**src/sv/olr_pkg.sv**
```systemverilog
// Shared codes for the octant line rasterizer.
// No dependencies; the files that use it refer to it by scoped names.
package olr_pkg;

  // Request kinds carried on the input channel (only this bit is decoded).
  typedef enum logic {
    MODE_LOAD = 1'b0,
    MODE_STEP = 1'b1
  } mode_t;

  // Octants, counter-clockwise from +x.
  typedef enum logic [2:0] {
    OCT_0 = 3'd0,
    OCT_1 = 3'd1,
    OCT_2 = 3'd2,
    OCT_3 = 3'd3,
    OCT_4 = 3'd4,
    OCT_5 = 3'd5,
    OCT_6 = 3'd6,
    OCT_7 = 3'd7
  } octant_t;

endpackage

```
**src/sv/olr_in_if.sv**
```systemverilog
// Input channel of the line rasterizer: valid/ready plus the request fields.
// Depends on nothing; the top level takes the sink modport.
interface olr_in_if #(
  parameter int COORD_BITS = 12
);
  logic                         valid;
  logic                         ready;
  logic                         mode;
  logic signed [COORD_BITS-1:0] x_start;
  logic signed [COORD_BITS-1:0] y_start;
  logic signed [COORD_BITS-1:0] x_end;
  logic signed [COORD_BITS-1:0] y_end;

  modport source (
    output valid, mode, x_start, y_start, x_end, y_end,
    input  ready
  );

  modport sink (
    input  valid, mode, x_start, y_start, x_end, y_end,
    output ready
  );
endinterface

```
**src/sv/olr_out_if.sv**
```systemverilog
// Output channel of the line rasterizer: valid/ready plus the pixel fields.
// Depends on nothing; the top level takes the source modport.
interface olr_out_if #(
  parameter int COORD_BITS = 12
);
  logic                         valid;
  logic                         ready;
  logic                         pixel_valid;
  logic signed [COORD_BITS-1:0] pixel_x;
  logic signed [COORD_BITS-1:0] pixel_y;
  logic [2:0]                   octant;
  logic                         last_pixel;

  modport source (
    output valid, pixel_valid, pixel_x, pixel_y, octant, last_pixel,
    input  ready
  );

  modport sink (
    input  valid, pixel_valid, pixel_x, pixel_y, octant, last_pixel,
    output ready
  );
endinterface

```
**src/sv/octant_line_rasterizer.sv**
```systemverilog
// Octant line rasterizer, top level. Needs olr_pkg, olr_in_if, olr_out_if,
// olr_setup and olr_unmap.
//
// Midpoint line walker for all eight octants. A load transfer (mode 0) takes
// both endpoints, classifies the octant, folds the line into octant 0 and
// returns the start pixel at once. Each step transfer (mode 1) returns the
// next pixel; the end point comes back with last_pixel set, after which the
// line is closed and further steps return pixel_valid 0 with all fields zero.
// A load always replaces whatever line was in progress. Every transfer gives
// exactly one result. Throughput is one transfer per clock while the sink
// keeps up: the walk state and the result register both update on the edge
// that takes the transfer, so a step may follow a load or a step directly.
// The single output register decouples the sides; input ready is low only
// while that register holds a result the sink has not yet taken. The longest
// path is the load setup (endpoint difference, magnitude compare, fold,
// subtract) feeding the end-point compare and the unmap mux.
module octant_line_rasterizer #(
  parameter int COORD_BITS = 12
) (
  input logic       clk,
  input logic       rst,
  olr_in_if.sink    line_in,
  olr_out_if.source pixel_out
);

  localparam int W = COORD_BITS + 1;  // octant-0 walk coordinates
  localparam int D = COORD_BITS + 4;  // decision term and increments

  localparam logic signed [W-1:0] WALK_ONE = W'(1);

  // ---------------------------------------------------------------------
  // Walk state
  // ---------------------------------------------------------------------
  logic signed [W-1:0] walk_x, walk_y, walk_x_end;
  logic signed [W-1:0] walk_x_next, walk_y_next, walk_x_end_next;
  logic signed [D-1:0] decision, step_east, step_diagonal;
  logic signed [D-1:0] decision_next, step_east_next, step_diagonal_next;
  olr_pkg::octant_t    line_octant, line_octant_next;
  logic                line_active, line_active_next;

  // result register
  logic                         out_valid;
  logic                         pix_valid;
  logic signed [COORD_BITS-1:0] pix_x, pix_y;
  logic [2:0]                   pix_octant;
  logic                         pix_last;

  // setup outputs
  olr_pkg::octant_t    set_octant;
  logic signed [W-1:0] set_u, set_v, set_u_end;
  logic signed [D-1:0] set_decision, set_east, set_diagonal;

  logic                         xfer_in;
  logic                         is_load;
  logic                         emit;
  logic                         last;
  logic signed [COORD_BITS-1:0] map_x, map_y;

  // Take a new transfer whenever the result register is empty or draining.
  assign line_in.ready = !out_valid || pixel_out.ready;
  assign xfer_in       = line_in.valid && line_in.ready;
  assign is_load       = (line_in.mode == olr_pkg::MODE_LOAD);

  // A pixel comes out for every load, and for a step while a line is open.
  assign emit = xfer_in && (is_load || line_active);

  olr_setup #(
    .COORD_BITS(COORD_BITS)
  ) u_setup (
    .x_start       (line_in.x_start),
    .y_start       (line_in.y_start),
    .x_end         (line_in.x_end),
    .y_end         (line_in.y_end),
    .octant        (set_octant),
    .u_start       (set_u),
    .v_start       (set_v),
    .u_end         (set_u_end),
    .decision      (set_decision),
    .step_east     (set_east),
    .step_diagonal (set_diagonal)
  );

  // Next walk state: load replaces it, an open step advances it.
  always_comb begin
    walk_x_next        = walk_x;
    walk_y_next        = walk_y;
    walk_x_end_next    = walk_x_end;
    decision_next      = decision;
    step_east_next     = step_east;
    step_diagonal_next = step_diagonal;
    line_octant_next   = line_octant;
    if (xfer_in && is_load) begin
      walk_x_next        = set_u;
      walk_y_next        = set_v;
      walk_x_end_next    = set_u_end;
      decision_next      = set_decision;
      step_east_next     = set_east;
      step_diagonal_next = set_diagonal;
      line_octant_next   = set_octant;
    end else if (xfer_in && line_active) begin
      walk_x_next = walk_x + WALK_ONE;
      if (decision > 0) begin
        // midpoint below the line: diagonal move
        walk_y_next   = walk_y + WALK_ONE;
        decision_next = decision + step_diagonal;
      end else begin
        decision_next = decision + step_east;
      end
    end
  end

  // End point reached once the walk x meets the folded end x.
  assign last = (walk_x_next >= walk_x_end_next);

  always_comb begin
    line_active_next = line_active;
    if (emit) begin
      line_active_next = !last;
    end
  end

  olr_unmap #(
    .COORD_BITS(COORD_BITS)
  ) u_unmap (
    .octant (line_octant_next),
    .u      (walk_x_next),
    .v      (walk_y_next),
    .x      (map_x),
    .y      (map_y)
  );

  // Walk registers; all clear to zero with no line open.
  always_ff @(posedge clk) begin
    if (rst) begin
      walk_x        <= '0;
      walk_y        <= '0;
      walk_x_end    <= '0;
      decision      <= '0;
      step_east     <= '0;
      step_diagonal <= '0;
      line_octant   <= olr_pkg::OCT_0;
      line_active   <= 1'b0;
    end else begin
      walk_x        <= walk_x_next;
      walk_y        <= walk_y_next;
      walk_x_end    <= walk_x_end_next;
      decision      <= decision_next;
      step_east     <= step_east_next;
      step_diagonal <= step_diagonal_next;
      line_octant   <= line_octant_next;
      line_active   <= line_active_next;
    end
  end

  // Result register control.
  always_ff @(posedge clk) begin
    if (rst) begin
      out_valid <= 1'b0;
    end else if (xfer_in) begin
      out_valid <= 1'b1;
    end else if (pixel_out.ready) begin
      out_valid <= 1'b0;
    end
  end

  // Result payload; a step on a closed line reports all zeros.
  always_ff @(posedge clk) begin
    if (xfer_in) begin
      pix_valid  <= emit;
      pix_x      <= emit ? map_x : '0;
      pix_y      <= emit ? map_y : '0;
      pix_octant <= emit ? line_octant_next : 3'd0;
      pix_last   <= emit && last;
    end
  end

  assign pixel_out.valid       = out_valid;
  assign pixel_out.pixel_valid = pix_valid;
  assign pixel_out.pixel_x     = pix_x;
  assign pixel_out.pixel_y     = pix_y;
  assign pixel_out.octant      = pix_octant;
  assign pixel_out.last_pixel  = pix_last;

  // ---------------------------------------------------------------------
  // Assertions
  // ---------------------------------------------------------------------

  // Every transfer taken leaves a result in the output register.
  a_xfer_gives_result: assert property (
    @(posedge clk) disable iff (rst) xfer_in |=> out_valid
  ) else $error("accepted transfer produced no result");

  // A step on a closed line yields an empty result and keeps the line closed.
  a_idle_step_empty: assert property (
    @(posedge clk) disable iff (rst)
    xfer_in && !is_load && !line_active |=> !pix_valid && !line_active
  ) else $error("step with no open line produced a pixel");

  // An empty result carries zeroed fields.
  a_empty_is_zero: assert property (
    @(posedge clk) disable iff (rst)
    out_valid && !pix_valid |-> pix_x == '0 && pix_y == '0 && pix_octant == 3'd0 && !pix_last
  ) else $error("empty result carries nonzero fields");

  // Reporting the end point closes the line.
  a_last_closes: assert property (
    @(posedge clk) disable iff (rst)
    emit && last |=> !line_active && pix_last
  ) else $error("line still open after its end point");

endmodule

```
**src/sv/olr_setup.sv**
```systemverilog
// Line setup: octant classification, fold of both endpoints into octant 0,
// initial decision term and increments. Pure combinational; uses olr_pkg.
module olr_setup #(
  parameter int COORD_BITS = 12
) (
  input  logic signed [COORD_BITS-1:0] x_start,
  input  logic signed [COORD_BITS-1:0] y_start,
  input  logic signed [COORD_BITS-1:0] x_end,
  input  logic signed [COORD_BITS-1:0] y_end,
  output olr_pkg::octant_t             octant,
  output logic signed [COORD_BITS:0]   u_start,
  output logic signed [COORD_BITS:0]   v_start,
  output logic signed [COORD_BITS:0]   u_end,
  output logic signed [COORD_BITS+3:0] decision,
  output logic signed [COORD_BITS+3:0] step_east,
  output logic signed [COORD_BITS+3:0] step_diagonal
);

  localparam int W = COORD_BITS + 1;
  localparam int D = COORD_BITS + 4;

  logic signed [W-1:0] x0, y0, x1, y1, nx0, ny0, nx1, ny1;
  logic signed [W-1:0] dx, dy;
  logic        [W-1:0] adx, ady;
  logic signed [W-1:0] v_end;
  logic signed [W:0]   ddx, ddy;
  logic signed [D-1:0] ddx_w, ddy_w;

  assign x0 = {x_start[COORD_BITS-1], x_start};
  assign y0 = {y_start[COORD_BITS-1], y_start};
  assign x1 = {x_end[COORD_BITS-1], x_end};
  assign y1 = {y_end[COORD_BITS-1], y_end};
  assign nx0 = -x0;
  assign ny0 = -y0;
  assign nx1 = -x1;
  assign ny1 = -y1;

  assign dx  = x1 - x0;
  assign dy  = y1 - y0;
  assign adx = dx[W-1] ? $unsigned(-dx) : $unsigned(dx);
  assign ady = dy[W-1] ? $unsigned(-dy) : $unsigned(dy);

  always_comb begin
    priority if (!dx[W-1] && !dy[W-1]) begin
      octant = (adx >= ady) ? olr_pkg::OCT_0 : olr_pkg::OCT_1;
    end else if (dx[W-1] && !dy[W-1]) begin
      octant = (ady >= adx) ? olr_pkg::OCT_2 : olr_pkg::OCT_3;
    end else if (dx[W-1] && dy[W-1]) begin
      octant = (adx >= ady) ? olr_pkg::OCT_4 : olr_pkg::OCT_5;
    end else begin
      octant = (ady >= adx) ? olr_pkg::OCT_6 : olr_pkg::OCT_7;
    end
  end

  // fold true coordinates into octant-0 space
  always_comb begin
    unique case (octant)
      olr_pkg::OCT_0: begin
        u_start = x0;  v_start = y0;  u_end = x1;  v_end = y1;
      end
      olr_pkg::OCT_1: begin
        u_start = y0;  v_start = x0;  u_end = y1;  v_end = x1;
      end
      olr_pkg::OCT_2: begin
        u_start = y0;  v_start = nx0; u_end = y1;  v_end = nx1;
      end
      olr_pkg::OCT_3: begin
        u_start = nx0; v_start = y0;  u_end = nx1; v_end = y1;
      end
      olr_pkg::OCT_4: begin
        u_start = nx0; v_start = ny0; u_end = nx1; v_end = ny1;
      end
      olr_pkg::OCT_5: begin
        u_start = ny0; v_start = nx0; u_end = ny1; v_end = nx1;
      end
      olr_pkg::OCT_6: begin
        u_start = ny0; v_start = x0;  u_end = ny1; v_end = x1;
      end
      default: begin
        u_start = x0;  v_start = ny0; u_end = x1;  v_end = ny1;
      end
    endcase
  end

  assign ddx   = {u_end[W-1], u_end} - {u_start[W-1], u_start};
  assign ddy   = {v_end[W-1], v_end} - {v_start[W-1], v_start};
  assign ddx_w = {{(D-W-1){ddx[W]}}, ddx};
  assign ddy_w = {{(D-W-1){ddy[W]}}, ddy};

  assign step_east     = ddy_w <<< 1;
  assign step_diagonal = (ddy_w - ddx_w) <<< 1;
  assign decision      = (ddy_w <<< 1) - ddx_w;

endmodule

```
**src/sv/olr_unmap.sv**
```systemverilog
// Maps an octant-0 walk position back to true screen coordinates.
// Pure combinational; uses olr_pkg for the octant codes.
module olr_unmap #(
  parameter int COORD_BITS = 12
) (
  input  olr_pkg::octant_t             octant,
  input  logic signed [COORD_BITS:0]   u,
  input  logic signed [COORD_BITS:0]   v,
  output logic signed [COORD_BITS-1:0] x,
  output logic signed [COORD_BITS-1:0] y
);

  logic signed [COORD_BITS:0] nu, nv, xw, yw;

  assign nu = -u;
  assign nv = -v;

  always_comb begin
    unique case (octant)
      olr_pkg::OCT_0: begin xw = u;  yw = v;  end
      olr_pkg::OCT_1: begin xw = v;  yw = u;  end
      olr_pkg::OCT_2: begin xw = nv; yw = u;  end
      olr_pkg::OCT_3: begin xw = nu; yw = v;  end
      olr_pkg::OCT_4: begin xw = nu; yw = nv; end
      olr_pkg::OCT_5: begin xw = nv; yw = nu; end
      olr_pkg::OCT_6: begin xw = v;  yw = nu; end
      default:        begin xw = u;  yw = nv; end
    endcase
  end

  // results wrap to the coordinate width
  assign x = xw[COORD_BITS-1:0];
  assign y = yw[COORD_BITS-1:0];

endmodule

```
**src/flat_wrapper.sv**
```systemverilog
// flat-port wrapper written by rule: the top's interface ports become plain ports
module octant_line_rasterizer_flat 
#(
  parameter int COORD_BITS = 12
)
  (clk, rst, line_in_valid, line_in_mode, line_in_x_start, line_in_y_start, line_in_x_end, line_in_y_end, line_in_ready, pixel_out_valid, pixel_out_pixel_valid, pixel_out_pixel_x, pixel_out_pixel_y, pixel_out_octant, pixel_out_last_pixel, pixel_out_ready);
  olr_in_if #(.COORD_BITS(COORD_BITS)) line_in_i ();
  olr_out_if #(.COORD_BITS(COORD_BITS)) pixel_out_i ();
  input logic clk;
  input logic rst;
  input wire logic [$bits(line_in_i.valid)-1:0] line_in_valid;
  input wire logic [$bits(line_in_i.mode)-1:0] line_in_mode;
  input wire logic [$bits(line_in_i.x_start)-1:0] line_in_x_start;
  input wire logic [$bits(line_in_i.y_start)-1:0] line_in_y_start;
  input wire logic [$bits(line_in_i.x_end)-1:0] line_in_x_end;
  input wire logic [$bits(line_in_i.y_end)-1:0] line_in_y_end;
  output wire logic [$bits(line_in_i.ready)-1:0] line_in_ready;
  output wire logic [$bits(pixel_out_i.valid)-1:0] pixel_out_valid;
  output wire logic [$bits(pixel_out_i.pixel_valid)-1:0] pixel_out_pixel_valid;
  output wire logic [$bits(pixel_out_i.pixel_x)-1:0] pixel_out_pixel_x;
  output wire logic [$bits(pixel_out_i.pixel_y)-1:0] pixel_out_pixel_y;
  output wire logic [$bits(pixel_out_i.octant)-1:0] pixel_out_octant;
  output wire logic [$bits(pixel_out_i.last_pixel)-1:0] pixel_out_last_pixel;
  input wire logic [$bits(pixel_out_i.ready)-1:0] pixel_out_ready;
  assign line_in_i.valid = line_in_valid;
  assign line_in_i.mode = line_in_mode;
  assign line_in_i.x_start = line_in_x_start;
  assign line_in_i.y_start = line_in_y_start;
  assign line_in_i.x_end = line_in_x_end;
  assign line_in_i.y_end = line_in_y_end;
  assign line_in_ready = line_in_i.ready;
  assign pixel_out_valid = pixel_out_i.valid;
  assign pixel_out_pixel_valid = pixel_out_i.pixel_valid;
  assign pixel_out_pixel_x = pixel_out_i.pixel_x;
  assign pixel_out_pixel_y = pixel_out_i.pixel_y;
  assign pixel_out_octant = pixel_out_i.octant;
  assign pixel_out_last_pixel = pixel_out_i.last_pixel;
  assign pixel_out_i.ready = pixel_out_ready;
  octant_line_rasterizer #(.COORD_BITS(COORD_BITS)) u_core (.clk(clk), .rst(rst), .line_in(line_in_i), .pixel_out(pixel_out_i));
endmodule
```
**config.mk**
```make
export PLATFORM = sky130hd
export DESIGN_NAME = octant_line_rasterizer_flat
export DESIGN_NICKNAME = d
export VERILOG_FILES = /design/src/sv/olr_pkg.sv /design/src/sv/olr_in_if.sv /design/src/sv/olr_out_if.sv /design/src/sv/octant_line_rasterizer.sv /design/src/sv/olr_setup.sv /design/src/sv/olr_unmap.sv /design/src/flat_wrapper.sv
export SDC_FILE = /design/constraint.sdc
export NUM_CORES = 1
export LEC_CHECK = 0
export BUFFER_PORTS_ARGS = -buffer_cell sky130_fd_sc_hd__buf_2
export CAP_MARGIN = 10
export CELL_PAD_IN_SITES_DETAIL_PLACEMENT = 1
export CELL_PAD_IN_SITES_GLOBAL_PLACEMENT = 2
export CORE_UTILIZATION = 40
export CTS_BUF_LIST = sky130_fd_sc_hd__clkbuf_16
export CTS_CLUSTER_SIZE = 10
export DETAILED_ROUTE_END_ITERATION = 8
export PLACE_DENSITY = 0.95
export SLEW_MARGIN = 25
export SYNTH_ARGS = -nofsm -noshare
export SYNTH_HDL_FRONTEND = slang
export SYNTH_SLANG_ARGS = --single-unit
```
**constraint.sdc**
```tcl
create_clock -name clk -period 17.55 [get_ports clk]
set_clock_uncertainty 0.1 [all_clocks]
set_input_delay 1.755 -clock clk [delete_from_list [all_inputs] [get_ports clk]]
set_output_delay 1.755 -clock clk [all_outputs]
set_load 0.1 [all_outputs]
```
==> results.txt, run 1 <==
post-CTS setup buffer count: 0
GRT Resource Usage Total: 31.7%
clk slew on worst S/H paths: 0.06 ns
Syn Area/Cell: 7.42 um2
status: finished, final reports clean
main area contributors after synthesis: dfxtp_1, ha_1, xnor2_1
Startpoint Class: input port
Max Transition Viols Final: 0
top cell type by total area after synthesis: dfxtp_1
YS warnings: 0
Synth Cell Area: 14200 um2
CTS Root Buffer Type: clkbuf_16
min cycle time layout: 12.84 ns
port bufs: 83
Synth Flop Type: dfxtp_1
DR WL/cell: 23.5 um
Syn Nets: 2089
1st-iter DRT viols: 1043
unrepaired setup endpoints after global routing: no
Worst EP required: 17.79 ns
FMAX: 77.9 MHz
Clock Latency Late Sink: 0.44 ns
instance count of the mapped netlist: 1909
Synth cell types: 100
Top delay family on crit path: compound AO/OA/AOI/OAI gates
Critical-path top delay cell: nand2_1
worst min path class: reg2reg
#FFs+latches synth: 117
grt ovf: 0
initial core utilization: 40.8%
DRC Markers: 0
die span in y: 190 um
Routed Antenna Nets: 0
max_cap viols: 0
Clock Tree Buf Depth: 2
Final nets: 2130
vias per inst: 6.29
area share of the largest cell type after synthesis: 12.4%
setup TNS: 0 ns
Critical Path Sink Type: register
Post-synth ARST share: 0%
initial antenna violation count: 0
Core Area: 34700 um2
CTS buffer count: 17
Worst-Margin Slew: 1.05 ns
Setup Viol. Count Final: 0
Seq/Total Area, Yosys: 18.6%
cts hold-fix bufs: 0
Final HPWL DP: 44200 um
CP peak stage delay: 0.83 ns
Area Overhead vs Synth: 10.3%
total vias in the final route: 15.2k
CP Class: in2reg
EDFF count, synth: 29
I/O Pins: 84
vias in the first global route: 15.8k
H-Tree Depth: 4
Initial DRT Pass Iterations: 5
largest net degree at the start of global routing: 84
CTS sink cnt: 117
final period utilization: 73.1%
Worst EP arrival: 13.07 ns
first-pass GRT wire length: 89300 um
GP Congestion: 0.963
ratio of cells with drive above 1 in the final layout: 10.5%
TritonCTS clock tree: yes
worst path bufs/invs: 4
relative max-transition margin: 29.9%
drt total wl: 56900 um
std cell rows: 68
Die Width: 190 um
Worst Path Max Fanout: 23
post-CTS sizing: 0
Total Die Area: 36200 um2
Fin. Hold Viols: 0
==> synth_stat cells (9+ instances only) <==
cell type	instances
a31oi_1	24
o31ai_1	14
o21ai_0	97
dfxtp_1	88
nor2_1	242
xnor2_1	114
nor2b_1	23
nor3_1	56
o21ai_1	17
o22ai_1	17
nand4_1	19
nand2b_1	18
or3_1	28
a211oi_1	46
xor2_1	47
and2_1	17
buf_2	12
edfxtp_1	29
mux2_2	20
a21oi_1	116
nand2_1	186
a221o_1	9
mux2i_1	32
nand3_1	52
clkbuf_1	56
ha_1	120
buf_1	14
o21bai_1	11
o21a_1	30
a2111oi_0	13
a21o_1	27
and3_1	19
inv_1	93
o211ai_1	17
a22oi_1	16
==> cell families after synthesis <==
| family | after synthesis | synth area share (%) |
|---|---|---|
| flops | 117 | 18.6 |
| buf+inv | 181 | 4.93 |
| xor+xnor | 162 | 10.1 |
| simple gates | 706 | 23.3 |
| mux | 53 | 3.93 |
| fa+ha+maj | 132 | 11.9 |
| compound gates | 558 | 27.2 |
==> metrics by stage <==
step | hold slack (ns) | util [%] | setup WS [ns] | instances | instance area [um2]
floorplan | 0.328 | - | 6.81 | 1909 | 14200
global placement | 0.338 | 43.2 | 4.92 | 2386 | 15000
detailed placement | 0.352 | 43.2 | 4.42 | 2386 | 15000
CTS | 0.360 | 45.0 | 4.72 | 2418 | 15600
global route | 0.384 | 45.0 | 4.17 | 2418 | 15600
finish | 0.357 | 45.0 | 4.71 | 2419 | 15600
==> layer usage <==
layer	up-vias	wire length [um]	GRT usage [%]
met5	-	0	0
met1	7488	23700	39.0
li1	7041	-	-
met3	154	3640	4.91
met2	538	27000	54.1
met4	0	2610	14.3
==> layout by cell type (no fill, tap or decap), drive strengths merged, types with 15 or more instances in the layout <==
master	n
xor2	47
buf	105
o21a	30
a21oi	119
o22ai	18
o211ai	18
and3	19
xnor2	114
mux2i	32
nand4	20
nand3	52
o21ai	117
nor3	57
a211oi	48
and2	19
mux2	21
inv	101
o31ai	15
a22oi	16
edfxtp	29
nand2	189
clkbuf	18
nor2b	23
nor2	243
dfxtp	88
a21o	27
ha	120
a31oi	26
nand2b	18
or3	28
==> worst min-delay path, stage by stage (launching register included) <==
cell,delay (ns)
dfxtp_1,0.31
nand2_1,0.05
a21oi_1,0.05
==> state kept, by name, summed over array words and instances (netlist names), 3 cells and up <==
signal and count:
u_core.decision 16, u_core.line_octant 3, u_core.pixel_out.octant 3, u_core.pixel_out.pixel_x 12
u_core.pixel_out.pixel_y 12, u_core.step_diagonal 15, u_core.step_east 14, u_core.walk_x 13
u_core.walk_x_end 13, u_core.walk_y 12
==> cell type report <==
cell class                 count  area [um2]
tap                          455         569
sequential                   117        2630
timing repair buffer         105         581
antenna                        1        2.50
fill                        4397       19100
clock inverter                14         158
multi-input combinational   1611       10900
clock buffer                  18         450
inverter                      98         368
==> path summary, 6_finish.rpt <==
| path | startpoint | to | slack, ns | depth (start not counted) |
|---|---|---|---|---|
| setup / recovery | line_in_x_start[1] | u_core.decision[14] | 4.71 | 42 |
| hold / removal | u_core.step_east[11] | u_core.step_east[11] | 0.36 | 2 |
| setup reg to reg | u_core.pixel_out.valid | u_core.pixel_out.last_pixel | 12.44 | 19 |
| hold reg to reg | u_core.step_east[11] | u_core.step_east[11] | 0.36 | 2 |
Power of run 1 is left out: the tool's default activity adds up to more than one toggle a clock period on the data nets, which glitch-free logic cannot reach.
==> run 2, diff against run 1 <==
CORE_UTILIZATION = 34   (was 40)
PLACE_DENSITY = 0.86   (was 0.95)
clock period = 11.1 ns   (was 17.55 ns; I/O delays follow)
==> run 2 against run 1 <==
Utilization fell by 5.6 points. Final cell count rose by 5.4%. Critical path depth rose by 1. Flip-flop and latch count did not move. Highest routed layer unchanged. Sequential share of layout area fell by 0.53 points. Via count fell by 0.27%. Non-clock buffer count rose by 54. Count of clock-buffer cells in the layout fell by 1. Final area rose by 3.3%. First-iteration DRC count rose by 5.9%.
==> results.txt, run 2 (synthesis gave the netlist of run 1 again) <==
drt total wl: 58400 um (+2.7%)
Critical-path top delay cell: or4_1
ratio of cells with drive above 1 in the final layout: 12.8% (+2.2 points)
grt ovf: 0 (unchanged)
clk slew on worst S/H paths: 0.06 ns (about the same)
Worst Path Max Fanout: 13 (-43%)
Startpoint Class: input port
Area Overhead vs Synth: 13.9%
vias in the first global route: 15.6k (-1.3%)
I/O Pins: 84 (unchanged)
unrepaired setup endpoints after global routing: no
cts hold-fix bufs: 0 (unchanged)
DR WL/cell: 22.9 um (-2.5%)
CP Class: in2reg
fill count: 5143 (+17%)
Final HPWL DP: 46700 um (+5.5%)
sequential cell area: 2630 um2 (unchanged)
final period utilization: 94.6%
max reg flops: 16 (unchanged)
vias per inst: 5.95 (-5.4%)
first-pass GRT wire length: 90100 um (+0.83%)
port bufs: 83 (unchanged)
Final Core Density: 39.4% (-5.6 points)
Fin. Hold Viols: 0 (unchanged)
Worst EP required: 11.28 ns (-6.51 ns)
DRC Markers: 0 (unchanged)
Placed Instances: 2514 (+5.4%)
worst path bufs/invs: 6 (+2)
max_cap viols: 0 (unchanged)
TritonCTS clock tree: yes
Area after DPL: 15500 um2 (+3.3%)
most frequent cells in the layout: nor2_1, nand2_1, ha_1
total vias in the final route: 15.2k (-0.27%)
initial core utilization: 34.6% (-6.2 points)
status: finished, final reports clean
setup TNS: 0 ns (unchanged)
CP peak stage delay: 0.54 ns (-0.29 ns)
Final nets: 2184 (+2.5%)
FMAX: 95.3 MHz
Clock Latency Late Sink: 0.44 ns (about the same)
Post-Layout Inst Area: 16100 um2 (+3.3%)
Total Die Area: 42500 um2 (+17%)
worst min path class: reg2reg
GRT Resource Usage Total: 27.6% (-4.1 points)
die span in y: 206 um (+8.4%)
GP Congestion: 0.963 (about the same)
Non-Filler Instances: 2550 (+5.4%)
Initial DRT Pass Iterations: 8 (+3)
CTS sink cnt: 117 (unchanged)
Worst-Margin Slew: 1.18 ns (+0.130 ns)
min cycle time layout: 10.50 ns
CTS Root Buffer Type: clkbuf_16
relative max-transition margin: 21.5% (-8.5 points)
Core Area: 40900 um2 (+18%)
Top delay family on crit path: compound AO/OA/AOI/OAI gates
1st-iter DRT viols: 1105 (+5.9%)
area of the multi-input gates: 10900 um2 (+0.21%)
Setup Viol. Count Final: 0 (unchanged)
Largest regs: u_core.decision x16, u_core.step_diagonal x15, u_core.step_east x14
Top reg by flops: u_core.decision
Die Width: 206 um (+8.4%)
Clock Tree Buf Depth: 2 (unchanged)
Critical Path Sink Type: register
Worst EP arrival: 10.68 ns (-2.39 ns)
Routed Antenna Nets: 0 (unchanged)
CTS buffer count: 17 (unchanged)
H-Tree Depth: 4 (unchanged)
std cell rows: 74 (+8.8%)
initial antenna violation count: 0 (unchanged)
Max Transition Viols Final: 0 (unchanged)
largest net degree at the start of global routing: 84 (unchanged)
commonest non-fill, non-tap cell in the layout: nor2_1
-- run 2: cell count changes in the layout (fill, tap and decap cells not counted), sizes merged --
cell,change
buf,+54
clkinv,-3
clkinvlp,+3
clkbuf,-1
inv,+1
-- run 2: what timing repair did --
action                                  in CTS  in global routing
buffers inserted                             0                  3
endpoints found under the setup margin       0                  4
resized for setup                            0                 16
-- run 2: cell type report --
| type | count | area share (%) |
|---|---|---|
| clock inverter | 15 | 0.931 |
| clock buffer | 17 | 2.64 |
| antenna | 1 | 0.0155 |
| multi-input combinational | 1611 | 67.5 |
| inverter | 98 | 2.30 |
| sequential | 117 | 16.3 |
| timing repair buffer | 159 | 6.19 |
| tap | 532 | 4.13 |
-- run 2: worst min-delay path: cells and delay by family, from the launching register on --
| family | cells | cell delay, ns |
|---|---|---|
| AND/OR/NAND/NOR | 1 | 0.05 |
| AO/OA/AOI/OAI | 1 | 0.05 |
| flip-flops | 1 | 0.31 |
-- run 2: path summary, 6_finish.rpt --
| path | start | slack, ns | end | cells past startpoint |
|---|---|---|---|---|
| hold reg to reg | u_core.step_diagonal[10] | 0.35 | u_core.step_diagonal[10] | 2 |
| setup / recovery | line_in_x_start[2] | 0.60 | u_core.decision[14] | 43 |
| hold / removal | u_core.step_diagonal[10] | 0.35 | u_core.step_diagonal[10] | 2 |
| setup reg to reg | u_core.pixel_out.valid | 6.13 | u_core.pixel_out.pixel_y[10] | 15 |
-- run 2: layer usage --
metal,vias up,global-route usage (%),part of all wire (%)
met5,-,0,0
met4,0,11.5,4.1
met3,129,3.97,4.7
met2,429,46.7,47
met1,7480,34.8,44
li1,7142,-,-
-- run 2: stage by stage --
stage	setup WS [ns]	hold WS [ns]
2_1_floorplan	1.01	0.328
3_3_place_gp	0.236	0.337
3_5_place_dp	-0.0812	0.348
4_1_cts	0.317	0.361
5_1_grt	0.000436	0.378
6_report	0.603	0.354
Power of run 2 is left out for the same reason.
==> run 3, diff against run 2 <==
CELL_PAD_IN_SITES_GLOBAL_PLACEMENT = 1   (was 2)
CORE_UTILIZATION = 42   (was 34)
PLACE_DENSITY = 0.85   (was 0.86)
==> run 3 against run 2 <==
Global-route usage is 6.5 points higher. Utilization is 9.6 points higher. Final cell count is 3.7% lower. Register-to-register slack worse by 0.13 ns. Flip-flop and latch count stayed put. Worst hold slack better by 0.0024 ns. Count of clock-buffer cells in the layout stayed put. Maximum frequency is 0.93% lower. Via count is 1.6% higher. Largest cell class unchanged. Highest routed layer unchanged.
==> results.txt, run 3 (synthesis gave the netlist of run 1 again) <==
status: finished, final reports clean
Area Overhead vs Synth: 13.7%
vias per inst: 6.28 (+5.5%)
Total Die Area: 34500 um2 (-19%)
Worst Path Max Fanout: 13 (unchanged)
max_cap viols: 0 (unchanged)
most frequent cells in the layout: nor2_1, nand2_1, ha_1
TritonCTS clock tree: yes
Largest regs: u_core.decision x16, u_core.step_diagonal x15, u_core.step_east x14
Area after DPL: 15400 um2 (-0.92%)
largest net degree at the start of global routing: 84 (unchanged)
n_diodes: 0 (-1)
1st-iter DRT viols: 1160 (+5.0%)
GP Congestion: 0.982 (+2.0%)
I/O Pins: 84 (unchanged)
first-pass GRT wire length: 89900 um (-0.24%)
fin worst setup slack: 0.504 ns (-0.0986 ns)
Critical-path top delay cell: or4_1
fill count: 4184 (-19%)
Worst EP arrival: 10.76 ns (+0.08 ns)
DRC Markers: 0 (unchanged)
H-Tree Depth: 4 (unchanged)
Critical Path Sink Type: register
commonest non-fill, non-tap cell in the layout: nor2_1
initial antenna violation count: 0 (unchanged)
min cycle time layout: 10.60 ns (+0.0986 ns)
Startpoint Class: input port
Top delay family on crit path: compound AO/OA/AOI/OAI gates
Setup Viol. Count Final: 0 (unchanged)
worst slack at placement: -0.233 ns (-0.152 ns)
Worst EP required: 11.26 ns (-0.02 ns)
sequential cell area: 2630 um2 (unchanged)
vias in the first global route: 15.8k (+1.9%)
ratio of cells with drive above 1 in the final layout: 13.5% (+0.66 points)
DR WL/cell: 23.8 um (+3.9%)
final period utilization: 95.5% (+0.89 points)
CTS buffer count: 17 (unchanged)
Non-Filler Instances: 2456 (-3.7%)
Core Area: 32900 um2 (-20%)
Top reg by flops: u_core.decision
CTS Root Buffer Type: clkbuf_16
die span in y: 186 um (-9.9%)
drt total wl: 58500 um (about the same)
Final nets: 2181 (-0.14%)
FMAX: 94.4 MHz (-0.93%)
Max Transition Viols Final: 0 (unchanged)
max reg flops: 16 (unchanged)
CTS sink cnt: 117 (unchanged)
cts hold-fix bufs: 0 (unchanged)
std cell rows: 66 (-11%)
Worst-Margin Slew: 1.04 ns (-0.140 ns)
unrepaired setup endpoints after global routing: no
initial core utilization: 43.1% (+8.5 points)
Fin. Hold Viols: 0 (unchanged)
port bufs: 83 (unchanged)
Final HPWL DP: 46100 um (-1.3%)
CP peak stage delay: 0.55 ns (about the same)
Post-Layout Inst Area: 16100 um2 (-0.19%)
Clock Tree Buf Depth: 2 (unchanged)
CP Class: in2reg
worst path bufs/invs: 5 (-1)
Die Width: 186 um (-9.9%)
Clock Latency Late Sink: 0.43 ns (about the same)
Routed Antenna Nets: 0 (unchanged)
relative max-transition margin: 30.8% (+9.3 points)
WHS: 0.357 ns (+0.00235 ns)
Placed Instances: 2420 (-3.7%)
total vias in the final route: 15.4k (+1.6%)
grt ovf: 0 (unchanged)
Initial DRT Pass Iterations: 5 (-3)
area of the multi-input gates: 11000 um2 (+0.67%)
setup slack, reg-to-reg: 6.00 ns (-0.13 ns)
worst min path class: reg2reg
GRT Resource Usage Total: 34.1% (+6.5 points)
clk slew on worst S/H paths: 0.05 ns (about the same)
## run 3: path summary, 6_finish.rpt
| kind | from | end | cells after the start |
|---|---|---|---|
| min reg2reg | u_core.step_diagonal[4] | u_core.step_diagonal[4] | 2 |
| max | line_in_x_start[1] | u_core.decision[14] | 43 |
| max reg2reg | u_core.pixel_out.valid | u_core.pixel_out.pixel_y[10] | 14 |
| min | u_core.step_diagonal[4] | u_core.step_diagonal[4] | 2 |
## run 3: through the flow
stage	TNS (ns)	util, %
2_1_floorplan	0	-
6_report	0	49.0
3_3_place_gp	0	46.7
4_1_cts	0	48.6
3_5_place_dp	-0.440	46.7
5_1_grt	0	49.0
## run 3: cell type report
cell class,count,area share [%]
Inverter,98,2.28
Clock buffer,17,2.64
Tap cell,442,3.43
Sequential cell,117,16.3
Clock inverter,15,1.17
Multi-Input combinational cell,1611,68.1
Timing Repair Buffer,156,6.06
## run 3: timing repair
| action | in CTS | in global routing |
|---|---|---|
| setup buffers | 0 | 4 |
| gates resized for setup | 0 | 26 |
| setup endpoints to repair | 0 | 10 |
## run 3: tightest hold or removal path, stage by stage (launching register included)
cell,delay [ns]
dfxtp_1,0.31
nand2_1,0.05
a21oi_1,0.05
## run 3: routing by layer
metal	GRT usage, %	up-vias	routed length, um
li1	-	7148	-
met1	41.5	7580	24300
met2	58.7	548	28100
met3	5.11	148	3500
met4	15.8	0	2600
met5	0	-	0
Power of run 3 is left out for the same reason.
